--- src/design/mbrtu_pkg.sv ---
// ----------------------------------------------------------------------------
// mbrtu_pkg: shared types and constants of the modbus rtu framer
// receiver and transmitter mode codes, input function codes, event codes,
// the result record and the modbus crc-16 byte update
// ----------------------------------------------------------------------------
package mbrtu_pkg;

  // input function codes
  localparam logic [1:0] FUNC_RX_BYTE  = 2'd0;
  localparam logic [1:0] FUNC_T35      = 2'd1;
  localparam logic [1:0] FUNC_TX_START = 2'd2;
  localparam logic [1:0] FUNC_TX_BYTE  = 2'd3;

  // receiver modes
  localparam logic [1:0] RX_INIT  = 2'd0;
  localparam logic [1:0] RX_IDLE  = 2'd1;
  localparam logic [1:0] RX_RCV   = 2'd2;
  localparam logic [1:0] RX_ERROR = 2'd3;

  // transmitter modes
  localparam logic [1:0] TX_IDLE = 2'd0;
  localparam logic [1:0] TX_XMIT = 2'd1;
  localparam logic [1:0] TX_END  = 2'd2;

  // receive events
  localparam logic [1:0] RXE_NONE  = 2'd0;
  localparam logic [1:0] RXE_READY = 2'd1;
  localparam logic [1:0] RXE_FRAME = 2'd2;

  // transmit events
  localparam logic [1:0] TXE_NONE    = 2'd0;
  localparam logic [1:0] TXE_SENT    = 2'd1;
  localparam logic [1:0] TXE_DONE    = 2'd2;
  localparam logic [1:0] TXE_REFUSED = 2'd3;

  // timer commands
  localparam logic [1:0] TMR_NONE    = 2'd0;
  localparam logic [1:0] TMR_RESTART = 2'd1;
  localparam logic [1:0] TMR_STOP    = 2'd2;

  localparam logic [15:0] CRC_INIT = 16'hFFFF;
  localparam logic [15:0] CRC_POLY = 16'hA001;

  // one result item
  typedef struct packed {
    logic [7:0] line_byte;
    logic       line_valid;
    logic [7:0] stored_byte;
    logic [7:0] store_index;
    logic       store_valid;
    logic [1:0] rx_event;
    logic       frame_ok;
    logic [7:0] slave_address;
    logic [7:0] pdu_length;
    logic [1:0] tx_event;
    logic [1:0] timer_cmd;
    logic       last;
  } res_t;

  // framer state other than the receive byte count
  typedef struct packed {
    logic [1:0]  rx_mode;
    logic [15:0] rx_crc;
    logic [7:0]  rx_first_byte;
    logic [1:0]  tx_mode;
    logic [15:0] tx_crc;
  } st_t;

  // reflected crc-16 update with one byte, lsb first
  function automatic logic [15:0] crc_byte(input logic [15:0] crc, input logic [7:0] b);
    logic [15:0] c;
    c = crc ^ {8'h00, b};
    for (int i = 0; i < 8; i++) begin
      c = c[0] ? ((c >> 1) ^ CRC_POLY) : (c >> 1);
    end
    return c;
  endfunction

endpackage

--- src/design/mbrtu_step.sv ---
// ----------------------------------------------------------------------------
// mbrtu_step: framer next-state and result logic
// from the current state and one input item, computes the next state and
// the one or three result items that the item causes
// ----------------------------------------------------------------------------
module mbrtu_step #(
  parameter int MAX_FRAME = 256,
  parameter int CW        = 9
) (
  input  mbrtu_pkg::st_t   st,
  input  logic [CW-1:0]    rx_count,
  input  logic [1:0]       func,
  input  logic [7:0]       data_byte,
  input  logic             last_byte,
  output mbrtu_pkg::st_t   st_nxt,
  output logic [CW-1:0]    rx_count_nxt,
  output mbrtu_pkg::res_t  res [3],
  output logic [1:0]       res_num
);

  logic [15:0]   rx_crc_upd;
  logic [15:0]   tx_crc_upd;
  logic [15:0]   start_crc;
  logic [CW-1:0] len_w;
  logic          long_enough;

  // crc of the incoming byte on both sides
  assign rx_crc_upd  = mbrtu_pkg::crc_byte(st.rx_crc, data_byte);
  assign tx_crc_upd  = mbrtu_pkg::crc_byte(st.tx_crc, data_byte);
  assign start_crc   = mbrtu_pkg::crc_byte(mbrtu_pkg::CRC_INIT, data_byte);
  assign long_enough = rx_count >= CW'(4);
  assign len_w       = rx_count - CW'(3);

  // per-function behavior
  always_comb begin
    st_nxt       = st;
    rx_count_nxt = rx_count;
    res[0]       = '0;
    res[1]       = '0;
    res[2]       = '0;
    res_num      = 2'd1;

    case (func)
      mbrtu_pkg::FUNC_RX_BYTE: begin
        res[0].timer_cmd = mbrtu_pkg::TMR_RESTART;
        if (st.rx_mode == mbrtu_pkg::RX_IDLE) begin
          rx_count_nxt         = CW'(1);
          st_nxt.rx_crc        = start_crc;
          st_nxt.rx_first_byte = data_byte;
          st_nxt.rx_mode       = mbrtu_pkg::RX_RCV;
          res[0].stored_byte   = data_byte;
          res[0].store_index   = 8'd0;
          res[0].store_valid   = 1'b1;
        end else if (st.rx_mode == mbrtu_pkg::RX_RCV) begin
          if (rx_count < CW'(MAX_FRAME)) begin
            res[0].stored_byte = data_byte;
            res[0].store_index = 8'(rx_count);
            res[0].store_valid = 1'b1;
            st_nxt.rx_crc      = rx_crc_upd;
            rx_count_nxt       = rx_count + CW'(1);
          end else begin
            st_nxt.rx_mode = mbrtu_pkg::RX_ERROR;
          end
        end
      end

      mbrtu_pkg::FUNC_T35: begin
        if (st.rx_mode == mbrtu_pkg::RX_INIT) begin
          res[0].rx_event = mbrtu_pkg::RXE_READY;
        end else if (st.rx_mode == mbrtu_pkg::RX_RCV) begin
          res[0].rx_event      = mbrtu_pkg::RXE_FRAME;
          res[0].frame_ok      = long_enough && (st.rx_crc == 16'h0000);
          res[0].slave_address = st.rx_first_byte;
          res[0].pdu_length    = long_enough ? 8'(len_w) : 8'd0;
        end
        if (st.tx_mode == mbrtu_pkg::TX_END) begin
          res[0].tx_event = mbrtu_pkg::TXE_DONE;
          st_nxt.tx_mode  = mbrtu_pkg::TX_IDLE;
        end
        res[0].timer_cmd = mbrtu_pkg::TMR_STOP;
        st_nxt.rx_mode   = mbrtu_pkg::RX_IDLE;
      end

      mbrtu_pkg::FUNC_TX_START: begin
        if (st.rx_mode != mbrtu_pkg::RX_IDLE) begin
          res[0].tx_event = mbrtu_pkg::TXE_REFUSED;
        end else begin
          st_nxt.tx_crc     = start_crc;
          st_nxt.tx_mode    = mbrtu_pkg::TX_XMIT;
          res[0].line_byte  = data_byte;
          res[0].line_valid = 1'b1;
        end
      end

      default: begin
        if (st.tx_mode == mbrtu_pkg::TX_XMIT) begin
          st_nxt.tx_crc     = tx_crc_upd;
          res[0].line_byte  = data_byte;
          res[0].line_valid = 1'b1;
          // final pdu byte: append crc low then high byte
          if (last_byte) begin
            res[1].line_byte  = tx_crc_upd[7:0];
            res[1].line_valid = 1'b1;
            res[2].line_byte  = tx_crc_upd[15:8];
            res[2].line_valid = 1'b1;
            res[2].tx_event   = mbrtu_pkg::TXE_SENT;
            res[2].timer_cmd  = mbrtu_pkg::TMR_RESTART;
            st_nxt.tx_mode    = mbrtu_pkg::TX_END;
            res_num           = 2'd3;
          end
        end
      end
    endcase

    // mark the final result of this item
    if (res_num == 2'd3) begin
      res[2].last = 1'b1;
    end else begin
      res[0].last = 1'b1;
    end
  end

endmodule

--- src/design/modbus_rtu_framer.sv ---
// ----------------------------------------------------------------------------
// modbus_rtu_framer: modbus rtu line framer with crc-16
// An item is taken in the cycle it is offered if the result register is empty
// or is handing over its final result in that cycle; its one or three results
// are computed in that same cycle and leave one per cycle from the result
// register while out_ready is high. Items that give one result therefore flow
// at one per cycle while out_ready is high; the final pdu byte of a transmit
// frame gives three results (byte, crc low, crc high) and holds the input until
// the crc high result is handed over. Received bytes are written out through
// the store_* fields; the frame store itself is outside.
module modbus_rtu_framer #(
  parameter int MAX_FRAME = 256
) (
  input  logic       clk,
  input  logic       rst_n,
  // input channel
  input  logic       in_valid,
  output logic       in_ready,
  input  logic [1:0] in_func,
  input  logic [7:0] in_data_byte,
  input  logic       in_last_byte,
  // result channel
  output logic       out_valid,
  input  logic       out_ready,
  output logic [7:0] out_line_byte,
  output logic       out_line_valid,
  output logic [7:0] out_stored_byte,
  output logic [7:0] out_store_index,
  output logic       out_store_valid,
  output logic [1:0] out_rx_event,
  output logic       out_frame_ok,
  output logic [7:0] out_slave_address,
  output logic [7:0] out_pdu_length,
  output logic [1:0] out_tx_event,
  output logic [1:0] out_timer_cmd,
  output logic       out_last
);

  localparam int CW = $clog2(MAX_FRAME + 1);

  mbrtu_pkg::st_t  st_r, st_nxt;
  logic [CW-1:0]   rx_count_r, rx_count_nxt;
  mbrtu_pkg::res_t res_r [3];
  mbrtu_pkg::res_t step_res [3];
  logic [1:0]      step_num;
  logic [1:0]      pend_r;
  logic [1:0]      rd_r;
  logic            in_xfer;
  logic            out_xfer;
  mbrtu_pkg::res_t cur;

  // handshakes
  assign out_valid = pend_r != 2'd0;
  assign out_xfer  = out_valid && out_ready;
  assign in_ready  = (pend_r == 2'd0) || ((pend_r == 2'd1) && out_ready);
  assign in_xfer   = in_valid && in_ready;

  // next state and results of the offered item
  mbrtu_step #(
    .MAX_FRAME (MAX_FRAME),
    .CW        (CW)
  ) u_step (
    .st           (st_r),
    .rx_count     (rx_count_r),
    .func         (in_func),
    .data_byte    (in_data_byte),
    .last_byte    (in_last_byte),
    .st_nxt       (st_nxt),
    .rx_count_nxt (rx_count_nxt),
    .res          (step_res),
    .res_num      (step_num)
  );

  // framer state
  always_ff @(posedge clk) begin
    if (!rst_n) begin
      st_r.rx_mode       <= mbrtu_pkg::RX_INIT;
      st_r.rx_crc        <= mbrtu_pkg::CRC_INIT;
      st_r.rx_first_byte <= 8'd0;
      st_r.tx_mode       <= mbrtu_pkg::TX_IDLE;
      st_r.tx_crc        <= mbrtu_pkg::CRC_INIT;
      rx_count_r         <= '0;
    end else if (in_xfer) begin
      st_r       <= st_nxt;
      rx_count_r <= rx_count_nxt;
    end
  end

  // result register control
  always_ff @(posedge clk) begin
    if (!rst_n) begin
      pend_r <= 2'd0;
      rd_r   <= 2'd0;
    end else if (in_xfer) begin
      pend_r <= step_num;
      rd_r   <= 2'd0;
    end else if (out_xfer) begin
      pend_r <= pend_r - 2'd1;
      rd_r   <= rd_r + 2'd1;
    end
  end

  // result payload
  always_ff @(posedge clk) begin
    if (in_xfer) begin
      res_r[0] <= step_res[0];
      res_r[1] <= step_res[1];
      res_r[2] <= step_res[2];
    end
  end

  // result selection
  always_comb begin
    case (rd_r)
      2'd0:    cur = res_r[0];
      2'd1:    cur = res_r[1];
      2'd2:    cur = res_r[2];
      default: cur = res_r[0];
    endcase
  end

  assign out_line_byte     = cur.line_byte;
  assign out_line_valid    = cur.line_valid;
  assign out_stored_byte   = cur.stored_byte;
  assign out_store_index   = cur.store_index;
  assign out_store_valid   = cur.store_valid;
  assign out_rx_event      = cur.rx_event;
  assign out_frame_ok      = cur.frame_ok;
  assign out_slave_address = cur.slave_address;
  assign out_pdu_length    = cur.pdu_length;
  assign out_tx_event      = cur.tx_event;
  assign out_timer_cmd     = cur.timer_cmd;
  assign out_last          = cur.last;

`ifndef SYNTH
  // read pointer and pending count stay within the three result slots
  a_slots: assert property (@(posedge clk) disable iff (!rst_n)
    ({1'b0, rd_r} + {1'b0, pend_r}) <= 3'd3)
    else $error("result slot overrun");

  // receive count never passes the frame limit
  a_count: assert property (@(posedge clk) disable iff (!rst_n)
    rx_count_r <= CW'(MAX_FRAME))
    else $error("receive count past frame limit");

  // the last flag marks exactly the final pending result
  a_last: assert property (@(posedge clk) disable iff (!rst_n)
    out_valid |-> (out_last == (pend_r == 2'd1)))
    else $error("last flag out of place");

  // no new item while two or more results wait
  a_hold: assert property (@(posedge clk) disable iff (!rst_n)
    (pend_r >= 2'd2) |-> !in_ready)
    else $error("item taken over pending results");

  // once a three-result item is taken, all three results wait and the first carries a line byte
  a_crc: assert property (@(posedge clk) disable iff (!rst_n)
    (in_xfer && (step_num == 2'd3)) |=> (pend_r == 2'd3) && out_line_valid)
    else $error("crc trailer not queued");
`endif

endmodule
--- config.mk ---
export PLATFORM = sky130hd
export DESIGN_NAME = modbus_rtu_framer
export DESIGN_NICKNAME = d
export VERILOG_FILES = /design/src/design/mbrtu_pkg.sv /design/src/design/mbrtu_step.sv /design/src/design/modbus_rtu_framer.sv
export SDC_FILE = /design/constraint.sdc
export NUM_CORES = 1
export LEC_CHECK = 0
export BUFFER_PORTS_ARGS = -buffer_cell sky130_fd_sc_hd__buf_4
export CAP_MARGIN = 0
export CELL_PAD_IN_SITES_DETAIL_PLACEMENT = 1
export CELL_PAD_IN_SITES_GLOBAL_PLACEMENT = 1
export CORE_MARGIN = 10
export CORE_UTILIZATION = 50
export DETAILED_ROUTE_END_ITERATION = 10
export PLACE_DENSITY = 0.92
export RECOVER_POWER = 25
export SLEW_MARGIN = 0
export SYNTH_ARGS = -nofsm -noshare
export SYNTH_HDL_FRONTEND = slang
export SYNTH_SLANG_ARGS = --single-unit
--- constraint.sdc ---
create_clock -name clk -period 6.1 [get_ports clk]
set_input_delay 1.83 -clock clk [delete_from_list [all_inputs] [get_ports clk]]
set_output_delay 1.83 -clock clk [all_outputs]
set_load 0.02 [all_outputs]
==> results of run 1 <==
==> critical path, cell delays in order <==
cell,delay (ns)
clkbuf_1,0.15
inv_1,0.14
ha_1,0.79
mux2i_1,0.24
nand3b_1,0.83
a21oi_1,0.58
o21a_1,0.20
o21ai_1,0.07
==> layer usage <==
metal,vias to the layer above,global-route usage,wire length [um]
li1,2176,-,-
met5,-,0,0
met1,2455,0.263,7790
met3,80,0.0568,1210
met4,0,0.124,998
met2,252,0.401,10400
==> final cells by class <==
type                            count  share of cell area
Sequential cell                   125               0.431
Inverter                           18             0.00914
Clock buffer                       20              0.0591
Tap cell                          168              0.0284
Timing Repair Buffer               70              0.0687
Clock inverter                     12              0.0169
Multi-Input combinational cell    428               0.387
==> cells by family (layout without fill, tap and decap cells) <==
family / count (synthesis) / in the layout / share of synthesized area
AND/OR/NAND/NOR: 244 / 244 / 0.195
flip-flops: 125 / 125 / 0.507
XOR/XNOR: 82 / 82 / 0.133
AO/OA/AOI/OAI: 79 / 79 / 0.0851
buffers and inverters: 55 / 120 / 0.0371
adder cells (fa/ha/maj): 14 / 14 / 0.0279
multiplexers: 9 / 9 / 0.0144
==> path summary, 6_finish.rpt <==
| path | from | to | slack, ns | cells after the start |
|---|---|---|---|---|
| worst max register to register | pend_r[0]$_SDFFE_PN0P_ | pend_r[1]$_SDFFE_PN0P_ | 2.67 | 9 |
| worst min-delay path | st_r[38]$_SDFFE_PN1P_ | st_r[38]$_SDFFE_PN1P_ | 0.52 | 2 |
| worst max-delay path | in_func[0] | st_r[0]$_SDFFE_PN1P_ | 1.51 | 8 |
| worst min register to register | st_r[38]$_SDFFE_PN1P_ | st_r[38]$_SDFFE_PN1P_ | 0.52 | 2 |
==> power groups by stage <==
| stage | combinational [mW] | sequential, mW | clock (mW) |
|---|---|---|---|
| detailed placement | 0.475 | 0.996 | 0 |
| floorplan | 0.298 | 0.985 | 0 |
| finish | 0.488 | 0.983 | 0.978 |
| global placement | 0.451 | 0.988 | 0 |
| CTS | 0.492 | 0.980 | 0.982 |
| global route | 0.521 | 0.988 | 1.02 |
==> layout by cell type (no fill, tap or decap), drive strengths merged, types with 6 or more instances in the layout <==
master  count
a22oi       8
nor3       10
nor2       76
xnor2      51
inv        17
and2       76
dfxtp      57
o211ai     18
clkinv      9
mux2i       9
edfxtp     68
nand2      46
buf        64
ha         14
nor4        6
a221o       6
a21oi      11
o21ai      22
clkbuf     26
xor2       25
==> through the flow <==
step	utilization	instances	power, mW	instance area, um^2	hold WS, ns
after floorplan	-	608	1.28	6270	0.446
after CTS	0.609	841	2.45	7410	0.515
after detailed placement	0.563	809	1.47	6850	0.494
after global placement	0.563	809	1.44	6850	0.463
after global routing	0.608	841	2.53	7390	0.541
final	0.608	841	2.45	7390	0.517
==> flip-flops by register name (all words and copies together), names as in the netlist <==
register / flops
res_r: 68
st_r: 44
rx_count_r: 9
pend_r: 2
rd_r: 2
==> flow_summary.toml, run 1 <==
[power]
pwr-share-clk = 0.399
ir_worst_vdd_mv = 0.149
sw_frac_of_total = 0.292
p_comb_frac = 0.199
seq_power_share = 0.401
p_int_mw = 1.73
powerDensity_mw_per_mm2 = 331
p_switching_uw = 715
p_leak_nw = 3.02

[timing]
drv_slew = 71
tns_ns = 0
period_share = 0.752
clock_skew_ns = 0.0115
timing.final.crit_period_ns = 4.59
fmax_mhz = 218
worst_slack_ns = 1.51
hold_viol = 0
worstMarginPinSlew_ns = 1.79
rsz0062_at_grt = "false"
setup_viol = 0
maxSlewHeadroom = -0.192

[die]
die_y_um = 132
placementRows = 40
die-area_mm2 = 0.0174
ios = 67
initial_core_util = 0.516
die_w_um = 132
fp.coreArea_mm2 = 0.0122

[clocking]
cts_made_buffers = 17
cts_root_buf = "clkbuf_16"
h-tree-depth = 4
post-cts-setup-buffers = 0
ctsLongestPathBuffers = 2
postCtsHoldBufs = 0
cts_tree = "built"
clock-sinks = 125
ctsResizeCount = 0
clkLatencyLatePin_ns = 0.43
cts.clk_slew.worst_paths_ns = 0.05

[layout]
ff_latch_area_mm2 = 0.00318
fillers = 1335
fin_nets = 689
syn_to_final_growth_pct = 17.8
antenna_cells = 0
multi_input_area_mm2 = 0.00286
drive_gt1_frac = 0.152

[synth]
yosysSeqAreaShare = 0.507
yosysWarnings = 0
yosys.area.top_type = "edfxtp_1"
synth_edf_count = 68
syn-cell-area_mm2 = 0.00627
netlist_instances = 608
ys.flop_type = "edfxtp_1"
synthTopCellsByCount = "nor2_1, and2_1, edfxtp_1, dfxtp_1, xnor2_1"
ys_async_sr_fraction = 0
synth.distinct_cells = 50
yosysMostFrequentCell = "nor2_1"
synth_area_leaders = "edfxtp_1, dfxtp_1, and2_1, xnor2_1, nor2_1"
avgSynthCellArea_um2 = 10.3
synth_fp_nets = 637
yosysTopAreaCellShare = 0.325
synth-seq-cells = 125

[global_routing]
grt_usage = 0.234
grt_antenna_before_repair = 0
grt_remaining_overflow = 0
grt_pass1_vias = 5352
grt_pass1_wl_mm = 32.0
grt_max_degree = 71

[place]
post-place-ws_ns = 1.54
hpwl_mm = 13.2
io_buffers = 66
gp_routability_congestion = 0.837

[outcome]
violations = "max-capacitance violations, max-slew violations"
status = "finished, violations left"

[critical_path]
cp.arrival_ns = 4.84
critPathRequiredTime_ns = 6.35
worstPathMaxFanout = 25
crit_type = "primary input to flip-flop"
crit_path_end_kind = "flip-flop"
worstSetupStartpointType = "primary input"

[drt]
drt_iter0_drc = 466
vias = 4963
antenna_left = 0
first_pass_iters = 5
drc = 0
routed_via_density = 5.90
wl_per_cell_um = 24.2
routed_wl_mm = 20.4

[job]
cap_violations = 1

[worst_hold_path]
hp-class = "flip-flop to flip-flop"
Note: power is estimated with default switching activity, not from simulation.
==> run 2, diff against run 1 <==
--- a/config.mk
+++ b/config.mk
@@ -10,9 +10,9 @@
 export CELL_PAD_IN_SITES_DETAIL_PLACEMENT = 1
 export CELL_PAD_IN_SITES_GLOBAL_PLACEMENT = 1
 export CORE_MARGIN = 10
-export CORE_UTILIZATION = 50
+export CORE_UTILIZATION = 46
 export DETAILED_ROUTE_END_ITERATION = 10
-export PLACE_DENSITY = 0.92
+export PLACE_DENSITY = 0.86
 export RECOVER_POWER = 25
 export SLEW_MARGIN = 0
 export SYNTH_ARGS = -nofsm -noshare
==> constraint.sdc (replaced) <==
create_clock -name clk -period 4.6 [get_ports clk]
set_input_delay 1.38 -clock clk [delete_from_list [all_inputs] [get_ports clk]]
set_output_delay 1.38 -clock clk [all_outputs]
set_load 0.02 [all_outputs]
==> run 2 against run 1 <==
  * The run now ends clean
  * Die area grew 7.4%
  * Sequential cell count is the same
  * Register-to-register slack lost 0.95 ns
  * Design area increased by 0.47%
  * Cell count is 1.3% higher
  * Setup slack worse by 0.72 ns
  * Non-clock buffer count rose by 3
  * Core utilization down 4.9 points
==> flow_summary.toml, run 2 (synthesized netlist as in run 1, its figures left out) <==
[drt]
drt_iter0_drc = 338
routed_via_density = 5.44
drc = 0
wl_per_cell_um = 20.7
antenna_left = 0
routed_wl_mm = 17.7
vias = 4638
first_pass_iters = 6

[timing]
hold_viol = 0
setup_viol = 0
tns_ns = 0
clock_skew_ns = 0.00864
fmax_mhz = 262
period_share = 0.829
whs_ns = 0.505
worstMarginPinSlew_ns = 1.41
maxSlewHeadroom = 0.0631
drv_slew = 0
timing.final.crit_period_ns = 3.81
worst_slack_ns = 0.789
rsz0062_at_grt = "false"

[global_routing]
grt_usage = 0.191
grt_max_degree = 52
grt_pass1_vias = 4880
grt_pass1_wl_mm = 27.6
grt_antenna_before_repair = 0
grt_remaining_overflow = 0

[layout]
final_cell_mix = "nor2_1, buf_4, edfxtp_1"
syn_to_final_growth_pct = 18.3
top_regs = "res_r (68), st_r (44), rx_count_r (9)"
antenna_cells = 0
largest_register = "res_r"
final_area_mm2 = 0.00742
layout_commonest_cell = "nor2_1"
largest_register_ffs = 68
fin_nets = 692
drive_gt1_frac = 0.160

[clocking]
post-cts-setup-buffers = 0
h-tree-depth = 4
cts_root_buf = "clkbuf_16"
cts_made_buffers = 17
ctsLongestPathBuffers = 2
postCtsHoldBufs = 0
clock-sinks = 125
cts_tree = "built"
clkLatencyLatePin_ns = 0.42
cts.clk_slew.worst_paths_ns = 0.06
ctsResizeCount = 0

[critical_path]
critPathRequiredTime_ns = 3.22
r2r_end = "pend_r[1]$_SDFFE_PN0P_"
critPathTopFamily = "adder cells"
crit_type = "flip-flop to output pin"
reg2reg_from = "pend_r[0]$_SDFFE_PN0P_"
slowest_delay_ns = 0.71
path_buf_inv = 3
crit_path_end_kind = "output pin"
cpMostUsedCell = "buf_4"
cpMaxStageDelayCell = "ha_1"
worstSetupStartpointType = "flip-flop"
r2r_slack_ns = 1.72
reg2reg_depth = 9
crit_chain = "inv_1, ha_1, buf_4, nand3b_1, nand2_1, buf_4"
cp.arrival_ns = 2.43
startpoint = "rd_r[0]$_SDFFE_PP0P_"
worstPathMaxFanout = 41

[outcome]
status = "finished, final reports clean"

[place]
post-place-ws_ns = 0.641
io_buffers = 66
gp_routability_congestion = 0.803
hpwl_mm = 12.0
placed_area_mm2 = 0.00688

[power]
pwr-share-clk = 0.398
power_mw = 3.20
powerDensity_mw_per_mm2 = 431
ir_worst_vdd_mv = 0.301
seq_power_share = 0.405
p_switching_uw = 905
sw_frac_of_total = 0.283
p_int_mw = 2.29
p_comb_frac = 0.196
p_leak_nw = 3.05

[die]
die_w_um = 137
die-area_mm2 = 0.0187
initial_core_util = 0.472
fp.coreArea_mm2 = 0.0133
placementRows = 42
die_y_um = 137
ios = 67

[worst_hold_path]
hp-class = "flip-flop to flip-flop"
hold_depth = 2
hold_end = "st_r[18]$_SDFFE_PN0P_"
hp-start = "st_r[18]$_SDFFE_PN0P_"

[job]
cap_violations = 0
==> run 2: cell count changes in the layout (fill, tap and decap cells not counted), sizes merged <==
cell | before | now
buf | 64 | 69
clkbuf | 26 | 22
clkinv | 9 | 12
clkinvlp | 2 | 1
==> run 2: layout make-up <==
class | count | area, um^2
clock buffers | 18 | 429
repair buffers | 73 | 537
fillers | 1454 | 5870
well taps | 176 | 220
inverters | 18 | 67.6
multi-input cells | 428 | 2860
flip-flops and latches | 125 | 3180
clock inverters | 14 | 129
==> run 2: metal layers <==
metal | up-vias | track usage | part of all wire
met1 | 2310 | 0.227 | 0.42
li1 | 2187 | - | -
met4 | 0 | 0.0790 | 0.020
met3 | 26 | 0.0469 | 0.051
met2 | 115 | 0.322 | 0.51
met5 | - | 0 | 0
==> run 2: metrics by stage <==
stage | cells | util
5_1_grt | 852 | 0.558
3_5_place_dp | 820 | 0.517
6_report | 852 | 0.558
3_3_place_gp | 820 | 0.517
4_1_cts | 852 | 0.559
2_1_floorplan | 608 | -
==> run 2: worst max-delay path by stage <==
stage / depth (start not counted) / endpoint / slack (ns)
2_1_floorplan: 8 / st_r[28]$_SDFFE_PN1P_ / 0.20
3_3_place_gp: 9 / st_r[16]$_SDFFE_PN0P_ / 0.88
3_5_place_dp: 9 / st_r[16]$_SDFFE_PN0P_ / 0.64
4_1_cts: 6 / out_last / 0.74
5_1_grt: 6 / out_last / 0.58
6_report: 6 / out_last / 0.79
==> run 2: power by group through the flow <==
| stage | sequential, mW | clock (mW) | combinational [mW] |
|---|---|---|---|
| detailed placement | 1.32 | 0 | 0.623 |
| global placement | 1.31 | 0 | 0.602 |
| finish | 1.30 | 1.27 | 0.628 |
| CTS | 1.30 | 1.29 | 0.635 |
| global route | 1.30 | 1.34 | 0.677 |
| floorplan | 1.31 | 0 | 0.396 |
==> run 2: worst register-to-register path, cell delays in order (launching register included) <==
cell      delay, ns
dfxtp_1        0.33
inv_1          0.06
ha_1           0.19
a21o_1         0.21
nand2_1        0.22
inv_1          0.70
buf_4          0.67
a211oi_1       0.14
a21oi_1        0.16
nor2_1         0.05
==> run 3, diff against run 2 <==
--- a/config.mk
+++ b/config.mk
@@ -5,14 +5,15 @@
 export SDC_FILE = /design/constraint.sdc
 export NUM_CORES = 1
 export LEC_CHECK = 0
+export ABC_AREA = 1
 export BUFFER_PORTS_ARGS = -buffer_cell sky130_fd_sc_hd__buf_4
 export CAP_MARGIN = 0
 export CELL_PAD_IN_SITES_DETAIL_PLACEMENT = 1
 export CELL_PAD_IN_SITES_GLOBAL_PLACEMENT = 1
 export CORE_MARGIN = 10
-export CORE_UTILIZATION = 46
+export CORE_UTILIZATION = 40
 export DETAILED_ROUTE_END_ITERATION = 10
-export PLACE_DENSITY = 0.86
+export PLACE_DENSITY = 0.83
 export RECOVER_POWER = 25
 export SLEW_MARGIN = 0
 export SYNTH_ARGS = -nofsm -noshare
==> constraint.sdc (replaced) <==
create_clock -name clk -period 3.3 [get_ports clk]
set_input_delay 0.99 -clock clk [delete_from_list [all_inputs] [get_ports clk]]
set_output_delay 0.99 -clock clk [all_outputs]
set_load 0.02 [all_outputs]
==> run 3 against run 2 <==
  * The run now ends with max-capacitance violations, max-slew violations left
  * Wire length is 6.9% higher
  * Combinational power increased by 72%
  * Via count increased by 19%
  * Synthesized area is 5.5% higher
  * Clock skew down 0.0027 ns
  * Non-clock buffer count is 4 higher
  * Die area up 18%
  * Cell count rose by 29%
  * Sequential cell count stayed put
  * Largest power group is now the clock network
  * Register-to-register slack worse by 1.2 ns
  * Clock-buffer cell count is 2 higher
==> flow_summary.toml, run 3 <==
[layout]
largest_register = "res_r"
final-instance-count-excl-fill = 1095
top_regs = "res_r (68), st_r (44), rx_count_r (9)"
largest_register_ffs = 68
drive_gt1_frac = 0.159
syn_to_final_growth_pct = 18.9
fillers = 1884
fin_util = 0.490
final_cell_mix = "nand2_1, inv_1, nor2_1"
fin_nets = 895
antenna_cells = 0
layout_commonest_cell = "nand2_1"

[global_routing]
grt_antenna_before_repair = 0
grt_usage = 0.175
grt_max_degree = 45
grt_remaining_overflow = 0
grt_pass1_vias = 5890
grt_pass1_wl_mm = 30.8

[place]
hpwl_mm = 13.6
dp_cells = 1063
io_buffers = 66
gp_routability_congestion = 0.819

[timing]
fmax_mhz = 332
drv_slew = 67
period_share = 0.913
timing.final.crit_period_ns = 3.01
hold_viol = 0
rsz0062_at_grt = "false"
clock_skew_ns = 0.00595
worstMarginPinSlew_ns = 1.70
setup_viol = 0
maxSlewHeadroom = -0.135
tns_ns = 0

[clocking]
cts.clk_slew.worst_paths_ns = 0.05
post-cts-setup-buffers = 0
cts_tree = "built"
ctsResizeCount = 0
clock-sinks = 125
h-tree-depth = 4
cts_root_buf = "clkbuf_16"
cts_made_buffers = 17
postCtsHoldBufs = 0
ctsLongestPathBuffers = 2
clkLatencyLatePin_ns = 0.42

[synth]
synth-simple-area-share = 0.223
synth_fp_nets = 830
synthTopCellsByCount = "nand2_1, inv_1, nor2_1, edfxtp_1, dfxtp_1"
ys_async_sr_fraction = 0
ys.flop_type = "edfxtp_1"
yosysWarnings = 0
syn-cell-area_mm2 = 0.00662
netlist_instances = 801
synth-seq-cells = 125
synth_area_leaders = "edfxtp_1, dfxtp_1, nand2_1, inv_1, nor2_1"
synth.distinct_cells = 48
synth_compound_area_frac = 0.102
avgSynthCellArea_um2 = 8.27
synth_fa_ha_area_frac = 0.0265
yosysSeqAreaShare = 0.481
synthMuxAreaShare = 0
yosys.area.top_type = "edfxtp_1"
synth_top_family_by_area = "simple AND/OR/NAND/NOR gates"
synth-xor-area-share = 0.0641
yosysTopAreaCellShare = 0.308
yosysMostFrequentCell = "nand2_1"
synth_edf_count = 68

[worst_hold_path]
hp-class = "flip-flop to flip-flop"
hold_end = "st_r[2]$_SDFFE_PN1P_"
hp-start = "st_r[2]$_SDFFE_PN1P_"
hold_depth = 2

[critical_path]
crit_type = "flip-flop to output pin"
reg2reg_from = "pend_r[0]$_SDFFE_PN0P_"
critPathRequiredTime_ns = 2.31
cp.arrival_ns = 2.02
crit_path_end_kind = "output pin"
r2r_end = "pend_r[1]$_SDFFE_PN0P_"
reg2reg_depth = 6
worstSetupStartpointType = "flip-flop"
startpoint = "rd_r[0]$_SDFFE_PP0P_"
worstPathMaxFanout = 11
r2r_slack_ns = 0.55

[drt]
vias = 5533
antenna_left = 0
first_pass_iters = 4
wl_per_cell_um = 17.2
drt_iter0_drc = 371
routed_wl_mm = 18.9
routed_via_density = 5.05
drc = 0

[die]
ios = 67
die-area_mm2 = 0.0221
die_y_um = 149
initial_core_util = 0.412
fp.coreArea_mm2 = 0.0161
placementRows = 46
die_w_um = 149

[power]
powerDensity_mw_per_mm2 = 624
ir_worst_vdd_mv = 0.399
power_mw = 4.91
p_leak_nw = 3.71

[outcome]
violations = "max-capacitance violations, max-slew violations"
status = "finished, violations left"

[job]
cap_violations = 2
run 3: cell types whose count changed after synthesis, sizes merged, moves of 6 or more:
| cell | change |
|---|---|
| nand2 | +150 |
| inv | +113 |
| and2 | -76 |
| nand3 | +47 |
| xnor2 | -36 |
| o21ai | +33 |
| a21oi | +31 |
| clkbuf | -18 |
| buf | +11 |
| mux2i | -9 |
| a22oi | -8 |
| a221o | -6 |
| o211ai | -6 |
run 3: layout make-up:
cell class,instances,area [um^2],share of cell area
sequential,125,3180,0.404
tap,216,270,0.0343
clock buffer,20,437,0.0555
clock inverter,12,170,0.0216
inverter,132,498,0.0633
timing repair buffer,77,564,0.0717
multi-input combinational,513,2750,0.349
run 3: where the power goes:
group	total (mW)	leakage (nW)	switching (mW)	internal (mW)
combinational	1.08	2.29	0.716	0.366
clock	1.95	0.287	0.691	1.26
sequential	1.89	1.13	0.0617	1.82
run 3: worst max-delay path, stage by stage (launching register included):
cell and delay [ns]:
dfxtp_1 0.37, inv_1 0.06, ha_1 0.44, nor2_1 0.25, buf_4 0.20, nand2_1 0.07, nand3_1 0.07, buf_4 0.14
run 3: how the worst max path moves through the flow:
stage                     cells after the start                          to
after global routing                          6              out_line_valid
after floorplan                               8        st_r[6]$_SDFFE_PN1P_
after CTS                                     6            out_line_byte[2]
after detailed placement                     12  rx_count_r[7]$_SDFFE_PN0P_
final                                         7            out_line_byte[7]
after global placement                       10        st_r[9]$_SDFFE_PN1P_
run 3: per-stage QoR:
stage	hold WS, ns	setup WS (ns)	instance area [um^2]
after detailed placement	0.468	0.475	7280
after global routing	0.504	0.0740	7870
after CTS	0.482	0.118	7890
final	0.482	0.288	7870
after floorplan	0.443	0.00356	6620
after global placement	0.459	0.585	7280
run 3: kinds of logic (layout without fill, tap and decap cells):
| logic type | Yosys count | in the layout |
|---|---|---|
| AOI/OAI and AO/OA | 119 | 119 |
| xor gates and xnor gates | 39 | 39 |
| adders and majority gates | 14 | 14 |
| DFF | 125 | 125 |
| buffers and inverters | 163 | 241 |
| and+or+nand+nor | 341 | 341 |
run 3: metal layers:
metal,track usage,part of all wire,vias up
met5,0,0,-
met4,0.0525,0.013,0
met3,0.0376,0.048,18
met2,0.303,0.52,121
met1,0.212,0.42,2695
li1,-,-,2699
